$ cat src/sv/rpmm_pkg.sv
// Shared types and codes for the random projection / min-max normaliser.
// No dependencies; imported by every module of the block.
`timescale 1ns / 1ps
package rpmm_pkg;

  localparam logic [1:0] KIND_COEF   = 2'd0;
  localparam logic [1:0] KIND_SAMPLE = 2'd1;
  localparam logic [1:0] KIND_FETCH  = 2'd2;

  localparam logic [1:0] CFG_ROWS      = 2'd0;
  localparam logic [1:0] CFG_FEATURES  = 2'd1;
  localparam logic [1:0] CFG_PROJECTED = 2'd2;

  localparam int ACC_W = 40;

  typedef struct packed {
    logic [1:0]         kind;
    logic signed [15:0] item_value;
    logic [7:0]         row_index;
    logic [5:0]         col_index;
  } rpmm_in_t;

  typedef struct packed {
    logic [15:0] normalized_value;
    logic        flat_column;
  } rpmm_out_t;

  typedef enum logic [1:0] {
    OP_COEF   = 2'd0,
    OP_SAMPLE = 2'd1,
    OP_FETCH  = 2'd2
  } rpmm_op_t;

  // One classified command as it travels from the front to the back.
  typedef struct packed {
    rpmm_op_t           op;
    logic signed [15:0] value;
    logic [7:0]         row;
    logic [5:0]         col;
    logic               last;
  } rpmm_cmd_t;

endpackage

$ cat src/sv/rpmm_front.sv
// Front end: accepts input beats, drops out-of-range items and queues commands.
// Depends on rpmm_pkg.
`timescale 1ns / 1ps
module rpmm_front import rpmm_pkg::*; #(
  parameter int MAX_ROWS      = 256,
  parameter int MAX_FEATURES  = 64,
  parameter int MAX_PROJECTED = 16
) (
  input  logic       clk,
  input  logic       rst_n,
  input  logic       in_valid,
  output logic       in_ready,
  input  rpmm_in_t   in_data,
  input  logic [8:0] rows_cfg,
  input  logic [6:0] feat_cfg,
  input  logic [4:0] proj_cfg,
  output logic       q_valid,
  input  logic       q_ready,
  output rpmm_cmd_t  q_cmd
);

  rpmm_cmd_t  slot_r [2];
  logic       wptr_r, rptr_r;
  logic [1:0] count_r;
  int         n_eff, m_eff, mp_eff, row_i, col_i;
  logic       keep;
  rpmm_cmd_t  cmd;
  logic       push, pop;

  always_comb begin
    n_eff  = (int'(rows_cfg) > MAX_ROWS) ? MAX_ROWS : int'(rows_cfg);
    m_eff  = (int'(feat_cfg) > MAX_FEATURES) ? MAX_FEATURES : int'(feat_cfg);
    mp_eff = (int'(proj_cfg) > MAX_PROJECTED) ? MAX_PROJECTED : int'(proj_cfg);
    row_i  = int'(in_data.row_index);
    col_i  = int'(in_data.col_index);
    cmd.value = in_data.item_value;
    cmd.row   = in_data.row_index;
    cmd.col   = in_data.col_index;
    cmd.last  = (col_i + 1 == m_eff);
    cmd.op    = OP_COEF;
    keep      = 1'b0;
    unique case (in_data.kind)
      KIND_COEF: begin
        cmd.op = OP_COEF;
        keep   = (row_i < MAX_FEATURES) && (col_i < MAX_PROJECTED);
      end
      KIND_SAMPLE: begin
        cmd.op = OP_SAMPLE;
        keep   = (row_i < n_eff) && (col_i < m_eff);
      end
      KIND_FETCH: begin
        cmd.op = OP_FETCH;
        keep   = (row_i < n_eff) && (col_i < mp_eff);
      end
      default: keep = 1'b0;
    endcase
  end

  assign in_ready = (count_r != 2'd2);
  assign push     = in_valid && in_ready && keep;
  assign q_valid  = (count_r != 2'd0);
  assign pop      = q_valid && q_ready;
  assign q_cmd    = slot_r[rptr_r];

  always_ff @(posedge clk) begin
    if (push) begin
      slot_r[wptr_r] <= cmd;
    end
  end

  always_ff @(posedge clk) begin
    if (!rst_n) begin
      wptr_r  <= 1'b0;
      rptr_r  <= 1'b0;
      count_r <= 2'd0;
    end else begin
      if (push) wptr_r <= ~wptr_r;
      if (pop) rptr_r <= ~rptr_r;
      count_r <= count_r + {1'b0, push} - {1'b0, pop};
    end
  end

endmodule

$ cat config.mk
export PLATFORM = sky130hd
export DESIGN_NAME = rpmm_front
export DESIGN_NICKNAME = d
export VERILOG_FILES = /design/src/sv/rpmm_pkg.sv /design/src/sv/rpmm_front.sv
export SDC_FILE = /design/constraint.sdc
export NUM_CORES = 1
export LEC_CHECK = 0
export BUFFER_PORTS_ARGS = -buffer_cell sky130_fd_sc_hd__buf_2
export CORE_MARGIN = 2
export CORE_UTILIZATION = 44
export DETAILED_ROUTE_END_ITERATION = 8
export PLACE_DENSITY = 0.66
export RECOVER_POWER = 50
export SYNTH_ARGS = -nofsm -noshare
export SYNTH_HDL_FRONTEND = slang
export SYNTH_SLANG_ARGS = --single-unit
$ cat constraint.sdc
create_clock -name clk -period 10.1 [get_ports clk]
set_input_delay 0.505 -clock clk [delete_from_list [all_inputs] [get_ports clk]]
set_output_delay 0.505 -clock clk [all_outputs]
set_load 0.1 [all_outputs]
==> impl_metrics.prom, run 1 <==
# TYPE chip_impl_metric gauge
chip_impl_info{name="most-common-layout-cells",value="sky130_fd_sc_hd__edfxtp_1, sky130_fd_sc_hd__buf_2, sky130_fd_sc_hd__clkbuf_1"} 1
chip_impl_metric{name="post_cts_sizing_count",unit=""} 0
chip_impl_metric{name="maximum_number_of_pins_on_one_net_before_global_route_repair",unit=""} 34
chip_impl_metric{name="post_cts_buffers",unit=""} 0
chip_impl_metric{name="worst_slew_pin_slew",unit="ns"} 1.92
chip_impl_info{name="path_cells",value="clkbuf_1 -> mux2_2 -> clkbuf_1"} 1
chip_impl_metric{name="fin_nets",unit=""} 410
chip_impl_metric{name="place.gp.congestion",unit=""} 0.786
chip_impl_info{name="r2r-start",value="count_r[0]"} 1
chip_impl_info{name="cp_top_family",value="buffers and inverters"} 1
chip_impl_info{name="cp-endpoint",value="q_cmd[5]"} 1
chip_impl_metric{name="ir_worst_vdd",unit="mV"} 0.157
chip_impl_info{name="cts_tree",value="done"} 1
chip_impl_metric{name="synth.lib_cells_used.distinct",unit=""} 38
chip_impl_metric{name="slowest_delay",unit="ns"} 1.37
chip_impl_metric{name="max_freq",unit="GHz"} 0.261
chip_impl_metric{name="groute.usage.overall",unit=""} 0.151
chip_impl_metric{name="worst-path-buf-inv",unit=""} 2
chip_impl_metric{name="cell_area_after_placement",unit="sq mm"} 0.00401
chip_impl_metric{name="cts_max_path_buffers",unit=""} 2
chip_impl_info{name="end_kind",value="output port"} 1
chip_impl_metric{name="dp_hpwl",unit="mm"} 4.40
chip_impl_metric{name="dpl.cell_count",unit=""} 420
chip_impl_metric{name="die-width",unit="um"} 91.9
chip_impl_metric{name="clock_skew",unit="ns"} 0.00851
chip_impl_metric{name="worst_endpoint_data_arrival_time",unit="ns"} 3.33
chip_impl_metric{name="vias",unit=""} 2170
chip_impl_info{name="crit_path_frequent_cell",value="sky130_fd_sc_hd__clkbuf_1"} 1
chip_impl_metric{name="fp.dieArea",unit="sq mm"} 0.00845
chip_impl_metric{name="synthesized_instance_count",unit=""} 230
chip_impl_metric{name="max_slew_margin",unit=""} -0.280
chip_impl_info{name="startpoint_type",value="flip-flop"} 1
chip_impl_metric{name="tritoncts_num_sinks",unit=""} 71
chip_impl_metric{name="postCtsHoldBufs",unit=""} 0
chip_impl_metric{name="post_synthesis_average_cell_area",unit="sq um"} 14.8
chip_impl_metric{name="synth_warnings",unit=""} 0
chip_impl_metric{name="first_pass_grt_wire_length",unit="mm"} 9.74
chip_impl_metric{name="clk-insertion-delay-late",unit="ns"} 0.34
chip_impl_metric{name="finalSetupViolCount",unit=""} 0
chip_impl_metric{name="synth.cell_area",unit="sq mm"} 0.00340
chip_impl_info{name="violations",value="capacitance limit, slew limit"} 1
chip_impl_metric{name="detail-route-antenna-nets",unit=""} 0
chip_impl_info{name="clockRootBuffer",value="sky130_fd_sc_hd__clkbuf_8"} 1
chip_impl_metric{name="top_level_ports",unit=""} 92
chip_impl_info{name="grt_setup_unrepaired",value="false"} 1
chip_impl_metric{name="area_delta_synth_final",unit="%"} 23.0
chip_impl_info{name="regToRegEndpoint",value="slot_r[1][3]"} 1
chip_impl_info{name="run_status",value="complete, but fails checks"} 1
chip_impl_metric{name="drt_drc",unit=""} 0
chip_impl_metric{name="h-tree-depth",unit=""} 3
chip_impl_metric{name="number_of_clock_buffers_inserted_by_tritoncts",unit=""} 9
chip_impl_metric{name="crit_path_depth",unit=""} 3
chip_impl_metric{name="dr.first_iter.drc_count",unit=""} 77
chip_impl_metric{name="worst-r2r-cell-count",unit=""} 4
chip_impl_info{name="mostFrequentLayoutCell",value="sky130_fd_sc_hd__edfxtp_1"} 1
chip_impl_metric{name="core.rowCount",unit=""} 32
chip_impl_info{name="crit_slowest_cell",value="sky130_fd_sc_hd__clkbuf_1"} 1
chip_impl_metric{name="path_max_fanout",unit=""} 33
chip_impl_metric{name="finish.instance_area",unit="sq mm"} 0.00419
chip_impl_metric{name="yosysSeqAreaShare",unit=""} 0.612
chip_impl_metric{name="power.static_leakage",unit="nW"} 1.55
chip_impl_metric{name="drt-wirelength-per-cell",unit="um"} 14.3
chip_impl_metric{name="setup_total_negative_slack",unit="ns"} 0
chip_impl_metric{name="final_layout_size_suffix_gt1_frac",unit=""} 0.326
chip_impl_metric{name="period_minus_slack",unit="ns"} 3.83
chip_impl_metric{name="timing_max_transition_violations_final",unit=""} 34
chip_impl_metric{name="core_area",unit="sq mm"} 0.00761
chip_impl_metric{name="port_buffers",unit=""} 91
chip_impl_metric{name="timing.critical_path.required",unit="ns"} 9.60
chip_impl_metric{name="globalRouteOverflowTotal",unit=""} 0
chip_impl_metric{name="flip_flop_and_latch_count_after_synthesis",unit=""} 71
chip_impl_metric{name="number_of_hold_violations_in_the_final_report",unit=""} 0
chip_impl_metric{name="synthesis.nets",unit=""} 311
chip_impl_metric{name="postRouteWirelength",unit="mm"} 6.25
chip_impl_metric{name="finalCritPeriodShare",unit=""} 0.380
chip_impl_info{name="hold_path_class",value="input pin to flip-flop"} 1
chip_impl_metric{name="clkSlewWorstSetupHoldPaths",unit="ns"} 0.08
chip_impl_metric{name="drt_pass1_iterations",unit=""} 4
chip_impl_metric{name="setup.reg_to_reg.worst_slack",unit="ns"} 8.11
chip_impl_metric{name="grt_pass1_vias",unit=""} 2070
chip_impl_metric{name="cellPowerDensity",unit="mW/mm^2"} 226
chip_impl_metric{name="die_height",unit="um"} 91.9
chip_impl_metric{name="detail_route.vias_per_cell",unit=""} 4.98
chip_impl_metric{name="initial_standard_cell_utilization_of_the_core",unit=""} 0.447
chip_impl_metric{name="max-cap-violations",unit=""} 1
chip_impl_metric{name="antenna_cells_inserted",unit=""} 0
chip_impl_info{name="timing.setup.critical_path_class",value="flip-flop to output port"} 1
chip_impl_metric{name="antenna_violations_before_repair",unit=""} 0
chip_impl_metric{name="finalNonFillerCells",unit=""} 436
[cells in the mapped netlist (all sizes together)]
master	instances	area, sq um
a211oi	4	30.0
a21o	2	15.0
a21oi	5	25.0
a221o	1	10.0
a41oi	1	16.3
and2	5	33.8
and3b	1	8.76
and4b	1	10.0
and4bb	1	12.5
clkbuf	5	18.8
dfxtp	5	100
edfxtp	66	1980
ha	24	300
inv	8	30.0
mux2	33	372
mux2i	1	10.0
nand2	8	30.0
nand2b	15	93.8
nand3	2	10.0
nand3b	3	22.5
nand4	2	12.5
nand4b	3	26.3
nor2	4	15.0
nor2b	4	25.0
nor3	2	10.0
nor3b	1	7.51
nor4	2	12.5
nor4b	1	8.76
o2111ai	1	8.76
o211ai	1	7.51
o21ai	4	20.0
o22ai	1	6.26
o2bb2ai	1	8.76
o311ai	1	8.76
or2	1	6.26
or4b	1	10.0
xnor2	9	78.8
[stage by stage]
stage	total power, mW	hold WS (ns)	worst slack, ns	utilization
final	0.945	0.351	6.27	0.550
after global routing	0.983	0.331	6.10	0.550
after CTS	0.958	0.333	7.03	0.557
after detailed placement	0.705	0.533	6.67	0.527
after global placement	0.703	0.524	6.70	0.527
after floorplan	0.645	0.504	5.29	-
[how the worst min path moves through the flow]
| stage | start | to | slack (ns) | cells after the start |
|---|---|---|---|---|
| global route | in_data[18] | slot_r[0][19] | 0.33 | 1 |
| global placement | rptr_r | rptr_r | 0.52 | 2 |
| detailed placement | rptr_r | rptr_r | 0.53 | 2 |
| floorplan | rptr_r | flip-flop | 0.50 | 2 |
| finish | in_data[19] | slot_r[0][20] | 0.35 | 1 |
| CTS | in_data[19] | slot_r[0][20] | 0.33 | 1 |
[layout make-up]
class                   instances  area [sq um]
clock buffers                   9           124
flip-flops and latches         71          2080
repair buffers                 93           420
fillers                       670          3420
well taps                     102           128
multi-input cells             146          1300
inverters                       8          30.0
clock inverters                 7           105
[registers in the layout, summed over array words and instances (netlist names), named ones only]
register and cells:
slot_r 66, count_r 2, wptr_r 1, rptr_r 1
[cell families (layout without fill, tap and decap cells)]
family / after synthesis / after routing / synth area share
adders and majority gates: 24 / 24 / 0.0882
DFF: 71 / 71 / 0.612
buffers and inverters: 13 / 117 / 0.0143
muxes: 34 / 34 / 0.112
AOI/OAI and AO/OA: 22 / 22 / 0.0460
xor gates and xnor gates: 9 / 9 / 0.0232
and+or+nand+nor: 57 / 57 / 0.104
[per-layer routing]
layer	routed length [um]	global-route usage	vias up
li1	-	-	1073
met2	2970	0.240	61
met5	0	0	-
met1	2870	0.196	1032
met4	48	0.0634	0
met3	357	0.0427	4
[power breakdown]
part	total (mW)	internal, mW	switching, mW
Sequential	0.344	0.338	0.00585
Clock	0.252	0.142	0.109
Combinational	0.349	0.0762	0.273
Total	0.945	0.557	0.388
No activity file was read; power rests on OpenSTA's default activity.
==> inputs of run 2 (changes only) <==
clock period = 3.55 ns   (was 10.1 ns; I/O delays follow)
==> impl_metrics.prom, run 2 (same netlist as run 1, synthesis figures left out) <==
# TYPE chip_impl_metric gauge
chip_impl_metric{name="drt_pass1_iterations",unit=""} 7
chip_impl_info{name="grt_setup_unrepaired",value="false"} 1
chip_impl_metric{name="tritoncts_num_sinks",unit=""} 71
chip_impl_info{name="r2r-start",value="count_r[0]"} 1
chip_impl_metric{name="clock_skew",unit="ns"} 0.0137
chip_impl_metric{name="ir_worst_vdd",unit="mV"} 0.422
chip_impl_info{name="startpoint_type",value="input pin"} 1
chip_impl_metric{name="number_of_clock_buffers_inserted_by_tritoncts",unit=""} 9
chip_impl_metric{name="worst_slew_pin_slew",unit="ns"} 1.47
chip_impl_metric{name="p_int",unit="mW"} 1.73
chip_impl_metric{name="power_switching_share",unit=""} 0.385
chip_impl_metric{name="drt-wirelength-per-cell",unit="um"} 14.2
chip_impl_metric{name="number_of_hold_violations_in_the_final_report",unit=""} 0
chip_impl_metric{name="cts_max_path_buffers",unit=""} 2
chip_impl_metric{name="finalSetupViolCount",unit=""} 0
chip_impl_metric{name="finalNonFillerCells",unit=""} 436
chip_impl_metric{name="drt_drc",unit=""} 0
chip_impl_metric{name="first_pass_grt_wire_length",unit="mm"} 9.90
chip_impl_metric{name="largest_register_ff_count",unit=""} 66
chip_impl_info{name="regMostFlops",value="slot_r"} 1
chip_impl_metric{name="dpl.cell_count",unit=""} 420
chip_impl_metric{name="port_buffers",unit=""} 91
chip_impl_metric{name="maximum_number_of_pins_on_one_net_before_global_route_repair",unit=""} 34
chip_impl_metric{name="initial_standard_cell_utilization_of_the_core",unit=""} 0.447
chip_impl_metric{name="worst_endpoint_data_arrival_time",unit="ns"} 2.95
chip_impl_metric{name="timing.critical_path.required",unit="ns"} 3.79
chip_impl_metric{name="top_level_ports",unit=""} 92
chip_impl_metric{name="fp.dieArea",unit="sq mm"} 0.00845
chip_impl_metric{name="fin_worst_hold_slack",unit="ns"} 0.0244
chip_impl_info{name="mostFrequentLayoutCell",value="sky130_fd_sc_hd__edfxtp_1"} 1
chip_impl_metric{name="place.gp.congestion",unit=""} 0.810
chip_impl_metric{name="final_layout_size_suffix_gt1_frac",unit=""} 0.362
chip_impl_metric{name="power.static_leakage",unit="nW"} 1.61
chip_impl_info{name="hp-start",value="in_data[14]"} 1
chip_impl_metric{name="antenna_cells_inserted",unit=""} 0
chip_impl_metric{name="finalCritPeriodShare",unit=""} 0.765
chip_impl_info{name="end_kind",value="flip-flop"} 1
chip_impl_metric{name="detail_route.vias_per_cell",unit=""} 4.99
chip_impl_metric{name="max-cap-violations",unit=""} 0
chip_impl_info{name="cts_tree",value="done"} 1
chip_impl_metric{name="grt_pass1_vias",unit=""} 2114
chip_impl_metric{name="detail-route-antenna-nets",unit=""} 0
chip_impl_info{name="largest_registers",value="slot_r x66, count_r x2"} 1
chip_impl_metric{name="area_delta_synth_final",unit="%"} 25.0
chip_impl_metric{name="postRouteWirelength",unit="mm"} 6.20
chip_impl_metric{name="cellPowerDensity",unit="mW/mm^2"} 659
chip_impl_metric{name="groute.usage.overall",unit=""} 0.152
chip_impl_info{name="most-common-layout-cells",value="sky130_fd_sc_hd__edfxtp_1, sky130_fd_sc_hd__buf_2, sky130_fd_sc_hd__mux2_2"} 1
chip_impl_metric{name="timing_max_transition_violations_final",unit=""} 0
chip_impl_info{name="hold_path_class",value="input pin to flip-flop"} 1
chip_impl_metric{name="switching_power",unit="mW"} 1.08
chip_impl_metric{name="dp_hpwl",unit="mm"} 4.46
chip_impl_metric{name="clkSlewWorstSetupHoldPaths",unit="ns"} 0.08
chip_impl_metric{name="die-width",unit="um"} 91.9
chip_impl_metric{name="post_cts_buffers",unit=""} 0
chip_impl_info{name="timing.setup.critical_path_class",value="input pin to flip-flop"} 1
chip_impl_metric{name="die_height",unit="um"} 91.9
chip_impl_metric{name="dr.first_iter.drc_count",unit=""} 44
chip_impl_metric{name="setup_total_negative_slack",unit="ns"} 0
chip_impl_metric{name="period_minus_slack",unit="ns"} 2.72
chip_impl_metric{name="part_of_the_total_power_dissipated_in_sequential_elements",unit=""} 0.363
chip_impl_info{name="run_status",value="finished clean"} 1
chip_impl_metric{name="max_slew_margin",unit=""} 0.0168
chip_impl_metric{name="globalRouteOverflowTotal",unit=""} 0
chip_impl_metric{name="core.rowCount",unit=""} 32
chip_impl_metric{name="comb_power_share",unit=""} 0.339
chip_impl_metric{name="vias",unit=""} 2174
chip_impl_metric{name="power_frac_clock",unit=""} 0.298
chip_impl_metric{name="final_core_util",unit=""} 0.559
chip_impl_metric{name="postCtsHoldBufs",unit=""} 0
chip_impl_metric{name="post_cts_sizing_count",unit=""} 0
chip_impl_metric{name="core_area",unit="sq mm"} 0.00761
chip_impl_info{name="worstSetupStartpoint",value="in_data[4]"} 1
chip_impl_metric{name="antenna_violations_before_repair",unit=""} 0
chip_impl_metric{name="h-tree-depth",unit=""} 3
chip_impl_metric{name="max_freq",unit="GHz"} 0.368
chip_impl_metric{name="path_max_fanout",unit=""} 8
chip_impl_metric{name="clk-insertion-delay-late",unit="ns"} 0.33
chip_impl_metric{name="fin_nets",unit=""} 410
chip_impl_info{name="clockRootBuffer",value="sky130_fd_sc_hd__clkbuf_8"} 1
-- run 2: cell count changes in the layout (fill, tap and decap cells not counted) --
cell,change
sky130_fd_sc_hd__buf_12,+1
sky130_fd_sc_hd__bufinv_16,+2
sky130_fd_sc_hd__inv_8,-1
sky130_fd_sc_hd__buf_2,+11
sky130_fd_sc_hd__inv_6,-1
sky130_fd_sc_hd__clkbuf_1,-12
-- run 2: path summary, 6_finish.rpt --
kind / endpoint / slack [ns] / cells after the start
setup / recovery: count_r[1] / 0.83 / 13
hold / removal: slot_r[0][15] / 0.02 / 1
setup reg to reg: count_r[1] / 1.73 / 9
hold reg to reg: flip-flop / 0.54 / 2
-- run 2: critical path, stage by stage --
cell and delay, ns:
sky130_fd_sc_hd__clkbuf_1 0.35, sky130_fd_sc_hd__ha_1 0.33, sky130_fd_sc_hd__a211oi_1 0.21, sky130_fd_sc_hd__o311ai_0 0.16
sky130_fd_sc_hd__o22ai_1 0.28, sky130_fd_sc_hd__o211ai_1 0.32, sky130_fd_sc_hd__a21o_1 0.26, sky130_fd_sc_hd__ha_1 0.26
sky130_fd_sc_hd__inv_1 0.04, sky130_fd_sc_hd__ha_1 0.17, sky130_fd_sc_hd__xnor2_1 0.13, sky130_fd_sc_hd__xnor2_1 0.12
sky130_fd_sc_hd__and2_1 0.15
-- run 2: cell type report --
class / instances / area (sq um)
Fill cell: 668 / 3350
Sequential cell: 71 / 2080
Multi-Input combinational cell: 146 / 1300
Timing Repair Buffer: 93 / 450
Clock inverter: 7 / 145
Tap cell: 102 / 128
Clock buffer: 9 / 124
Inverter: 8 / 30.0
-- run 2: per-layer routing --
layer / track usage / share of wire / up-vias
met5: 0 / 0 / -
met4: 0.0647 / 0.020 / 0
met3: 0.0419 / 0.052 / 13
met2: 0.249 / 0.49 / 59
met1: 0.190 / 0.44 / 1027
li1: - / - / 1075
-- run 2: power groups by stage --
stage | clock network (mW) | registers (mW) | logic [mW]
floorplan | 0 | 0.995 | 0.840
global placement | 0 | 1.04 | 0.955
detailed placement | 0 | 1.04 | 0.960
CTS | 0.853 | 1.02 | 0.963
global route | 0.889 | 1.03 | 0.999
finish | 0.837 | 1.02 | 0.951
-- run 2: per-stage QoR --
step                setup WS, ns  area, sq um  total power [mW]
floorplan                  0.169         3410              1.83
finish                     0.833         4260              2.81
global placement           0.600         4020              2.00
global route               0.587         4260              2.91
detailed placement         0.556         4020              2.00
CTS                        0.899         4290              2.84
==> inputs of run 3 (changes only) <==
clock period = 2.61 ns   (was 3.55 ns; I/O delays follow)
==> impl_metrics.prom, run 3 (same netlist as run 1, synthesis figures left out) <==
# TYPE chip_impl_metric gauge
chip_impl_info{name="run_status",value="finished clean"} 1
chip_impl_metric{name="place.gp.congestion",unit=""} 0.793
chip_impl_info{name="end_kind",value="flip-flop"} 1
chip_impl_metric{name="dp_hpwl",unit="mm"} 4.77
chip_impl_metric{name="top_level_ports",unit=""} 92
chip_impl_metric{name="die-width",unit="um"} 91.9
chip_impl_metric{name="finalCritPeriodShare",unit=""} 0.929
chip_impl_metric{name="comb_power_share",unit=""} 0.398
chip_impl_metric{name="core.rowCount",unit=""} 32
chip_impl_metric{name="antenna_violations_before_repair",unit=""} 0
chip_impl_metric{name="period_minus_slack",unit="ns"} 2.42
chip_impl_metric{name="postRouteWirelength",unit="mm"} 6.65
chip_impl_metric{name="first_pass_grt_wire_length",unit="mm"} 10.5
chip_impl_metric{name="groute.usage.overall",unit=""} 0.164
chip_impl_info{name="clockRootBuffer",value="sky130_fd_sc_hd__clkbuf_8"} 1
chip_impl_metric{name="power.total",unit="mW"} 3.60
chip_impl_metric{name="core_area",unit="sq mm"} 0.00761
chip_impl_metric{name="largest_register_ff_count",unit=""} 66
chip_impl_metric{name="drt_drc",unit=""} 0
chip_impl_metric{name="antenna_cells_inserted",unit=""} 0
chip_impl_metric{name="finalSetupViolCount",unit=""} 0
chip_impl_metric{name="clkSlewWorstSetupHoldPaths",unit="ns"} 0.08
chip_impl_info{name="timing.setup.critical_path_class",value="input pin to flip-flop"} 1
chip_impl_metric{name="timing.critical_path.required",unit="ns"} 2.84
chip_impl_info{name="startpoint_type",value="input pin"} 1
chip_impl_metric{name="number_of_clock_buffers_inserted_by_tritoncts",unit=""} 9
chip_impl_metric{name="fin_worst_hold_slack",unit="ns"} 0.0651
chip_impl_metric{name="clk-insertion-delay-late",unit="ns"} 0.34
chip_impl_metric{name="switching_power",unit="mW"} 1.50
chip_impl_metric{name="power_switching_share",unit=""} 0.416
chip_impl_metric{name="fin_nets",unit=""} 443
chip_impl_metric{name="fp.dieArea",unit="sq mm"} 0.00845
chip_impl_metric{name="p_int",unit="mW"} 2.10
chip_impl_metric{name="max-cap-violations",unit=""} 0
chip_impl_metric{name="post_cts_buffers",unit=""} 0
chip_impl_metric{name="drt_pass1_iterations",unit=""} 4
chip_impl_metric{name="drt-wirelength-per-cell",unit="um"} 14.2
chip_impl_info{name="cts_tree",value="done"} 1
chip_impl_metric{name="timing_max_transition_violations_final",unit=""} 0
chip_impl_metric{name="detail-route-antenna-nets",unit=""} 0
chip_impl_metric{name="ir_worst_vdd",unit="mV"} 0.602
chip_impl_info{name="regMostFlops",value="slot_r"} 1
chip_impl_metric{name="dr.first_iter.drc_count",unit=""} 49
chip_impl_metric{name="number_of_hold_violations_in_the_final_report",unit=""} 0
chip_impl_metric{name="final_core_util",unit=""} 0.602
chip_impl_metric{name="cts_max_path_buffers",unit=""} 2
chip_impl_info{name="mostFrequentLayoutCell",value="sky130_fd_sc_hd__edfxtp_1"} 1
chip_impl_metric{name="cell_area_after_placement",unit="sq mm"} 0.00424
chip_impl_info{name="grt_setup_unrepaired",value="false"} 1
chip_impl_metric{name="maximum_number_of_pins_on_one_net_before_global_route_repair",unit=""} 34
chip_impl_metric{name="vias",unit=""} 2317
chip_impl_info{name="hold_path_class",value="input pin to flip-flop"} 1
chip_impl_metric{name="grt_pass1_vias",unit=""} 2294
chip_impl_metric{name="finish.instance_area",unit="sq mm"} 0.00458
chip_impl_metric{name="power_frac_clock",unit=""} 0.231
chip_impl_info{name="largest_registers",value="slot_r x66, count_r x2"} 1
chip_impl_metric{name="die_height",unit="um"} 91.9
chip_impl_metric{name="final_layout_size_suffix_gt1_frac",unit=""} 0.380
chip_impl_metric{name="max_freq",unit="GHz"} 0.412
chip_impl_metric{name="final.fill_count",unit=""} 669
chip_impl_metric{name="area_delta_synth_final",unit="%"} 34.6
chip_impl_metric{name="worst_slew_pin_slew",unit="ns"} 1.16
chip_impl_metric{name="port_buffers",unit=""} 91
chip_impl_metric{name="cellPowerDensity",unit="mW/mm^2"} 785
chip_impl_metric{name="max_slew_margin",unit=""} 0.231
chip_impl_metric{name="clock_skew",unit="ns"} 0.0120
chip_impl_metric{name="h-tree-depth",unit=""} 3
chip_impl_metric{name="worst_endpoint_data_arrival_time",unit="ns"} 2.66
chip_impl_metric{name="path_max_fanout",unit=""} 3
chip_impl_metric{name="power.static_leakage",unit="nW"} 1.75
chip_impl_metric{name="globalRouteOverflowTotal",unit=""} 0
chip_impl_metric{name="setup_total_negative_slack",unit="ns"} 0
chip_impl_info{name="most-common-layout-cells",value="sky130_fd_sc_hd__edfxtp_1, sky130_fd_sc_hd__buf_2, sky130_fd_sc_hd__clkbuf_1"} 1
chip_impl_metric{name="detail_route.vias_per_cell",unit=""} 4.95
chip_impl_metric{name="part_of_the_total_power_dissipated_in_sequential_elements",unit=""} 0.371
chip_impl_metric{name="initial_standard_cell_utilization_of_the_core",unit=""} 0.447
chip_impl_metric{name="tritoncts_num_sinks",unit=""} 71
-- run 3: changes by cell type in the layout (fill, tap and decap cells not counted), moves of 3 or more --
cell | before | now
sky130_fd_sc_hd__ha_4 | 0 | 4
sky130_fd_sc_hd__bufinv_16 | 4 | 1
sky130_fd_sc_hd__nand2b_1 | 15 | 7
sky130_fd_sc_hd__buf_2 | 65 | 44
sky130_fd_sc_hd__clkbuf_1 | 26 | 35
sky130_fd_sc_hd__nand2b_4 | 0 | 7
sky130_fd_sc_hd__clkinv_2 | 0 | 3
sky130_fd_sc_hd__dlygate4sd3_1 | 0 | 20
sky130_fd_sc_hd__ha_1 | 24 | 19
sky130_fd_sc_hd__buf_4 | 1 | 9
sky130_fd_sc_hd__clkbuf_2 | 0 | 16
-- run 3: routing by layer --
metal | vias to the layer above | track usage | share of wire
met1 | 1092 | 0.202 | 0.44
met5 | - | 0 | 0
li1 | 1140 | - | -
met4 | 0 | 0.0759 | 0.023
met2 | 72 | 0.271 | 0.48
met3 | 13 | 0.0411 | 0.058
-- run 3: final timing paths --
check / startpoint / endpoint / slack [ns] / cells after the start
max: in_data[7] / count_r[1] / 0.19 / 14
min: rst_n / count_r[0] / 0.07 / 2
max reg2reg: count_r[0] / count_r[1] / 0.73 / 9
min reg2reg: rptr_r / flip-flop / 0.55 / 2
-- run 3: through the flow --
| stage | std cells | setup WS (ns) |
|---|---|---|
| after global routing | 468 | 0.0421 |
| after detailed placement | 433 | -0.110 |
| final | 468 | 0.185 |
| after floorplan | 230 | -0.163 |
| after CTS | 468 | 0.0577 |
| after global placement | 433 | -0.0261 |
-- run 3: layout make-up --
cell class                 instances  area (sq um)  share of cell area
inverter                           8          30.0             0.00655
timing repair buffer             126           739               0.161
sequential                        71          2080               0.454
tap                              102           128              0.0279
clock buffer                       9           124              0.0270
clock inverter                     6          62.6              0.0137
multi-input combinational        146          1420               0.309
-- run 3: worst max-delay path, stage by stage --
cell and delay (ns):
sky130_fd_sc_hd__dlygate4sd3_1 0.53, sky130_fd_sc_hd__clkbuf_1 0.13, sky130_fd_sc_hd__ha_1 0.28, sky130_fd_sc_hd__nand2_1 0.04, sky130_fd_sc_hd__o21ai_1 0.20, sky130_fd_sc_hd__a41oi_2 0.17, sky130_fd_sc_hd__o211ai_1 0.23, sky130_fd_sc_hd__a21o_1 0.15
sky130_fd_sc_hd__ha_1 0.22, sky130_fd_sc_hd__inv_1 0.06, sky130_fd_sc_hd__ha_2 0.18, sky130_fd_sc_hd__xnor2_2 0.11, sky130_fd_sc_hd__xnor2_1 0.08, sky130_fd_sc_hd__and2_1 0.15
-- run 3: what timing repair did --
item / in CTS / in global routing
resized for setup: 0 / 3
hold buffers: 20 / 0
endpoints found under the setup margin: 0 / 1
hold endpoints to repair: 40 / 0
-- run 3: power by group through the flow --
| stage | logic, mW | clock network, mW | registers [mW] |
|---|---|---|---|
| 3_3_place_gp | 1.41 | 0 | 1.36 |
| 3_5_place_dp | 1.42 | 0 | 1.36 |
| 2_1_floorplan | 1.16 | 0 | 1.35 |
| 6_report | 1.43 | 0.831 | 1.33 |
| 4_1_cts | 1.45 | 0.844 | 1.33 |
| 5_1_grt | 1.51 | 0.899 | 1.34 |
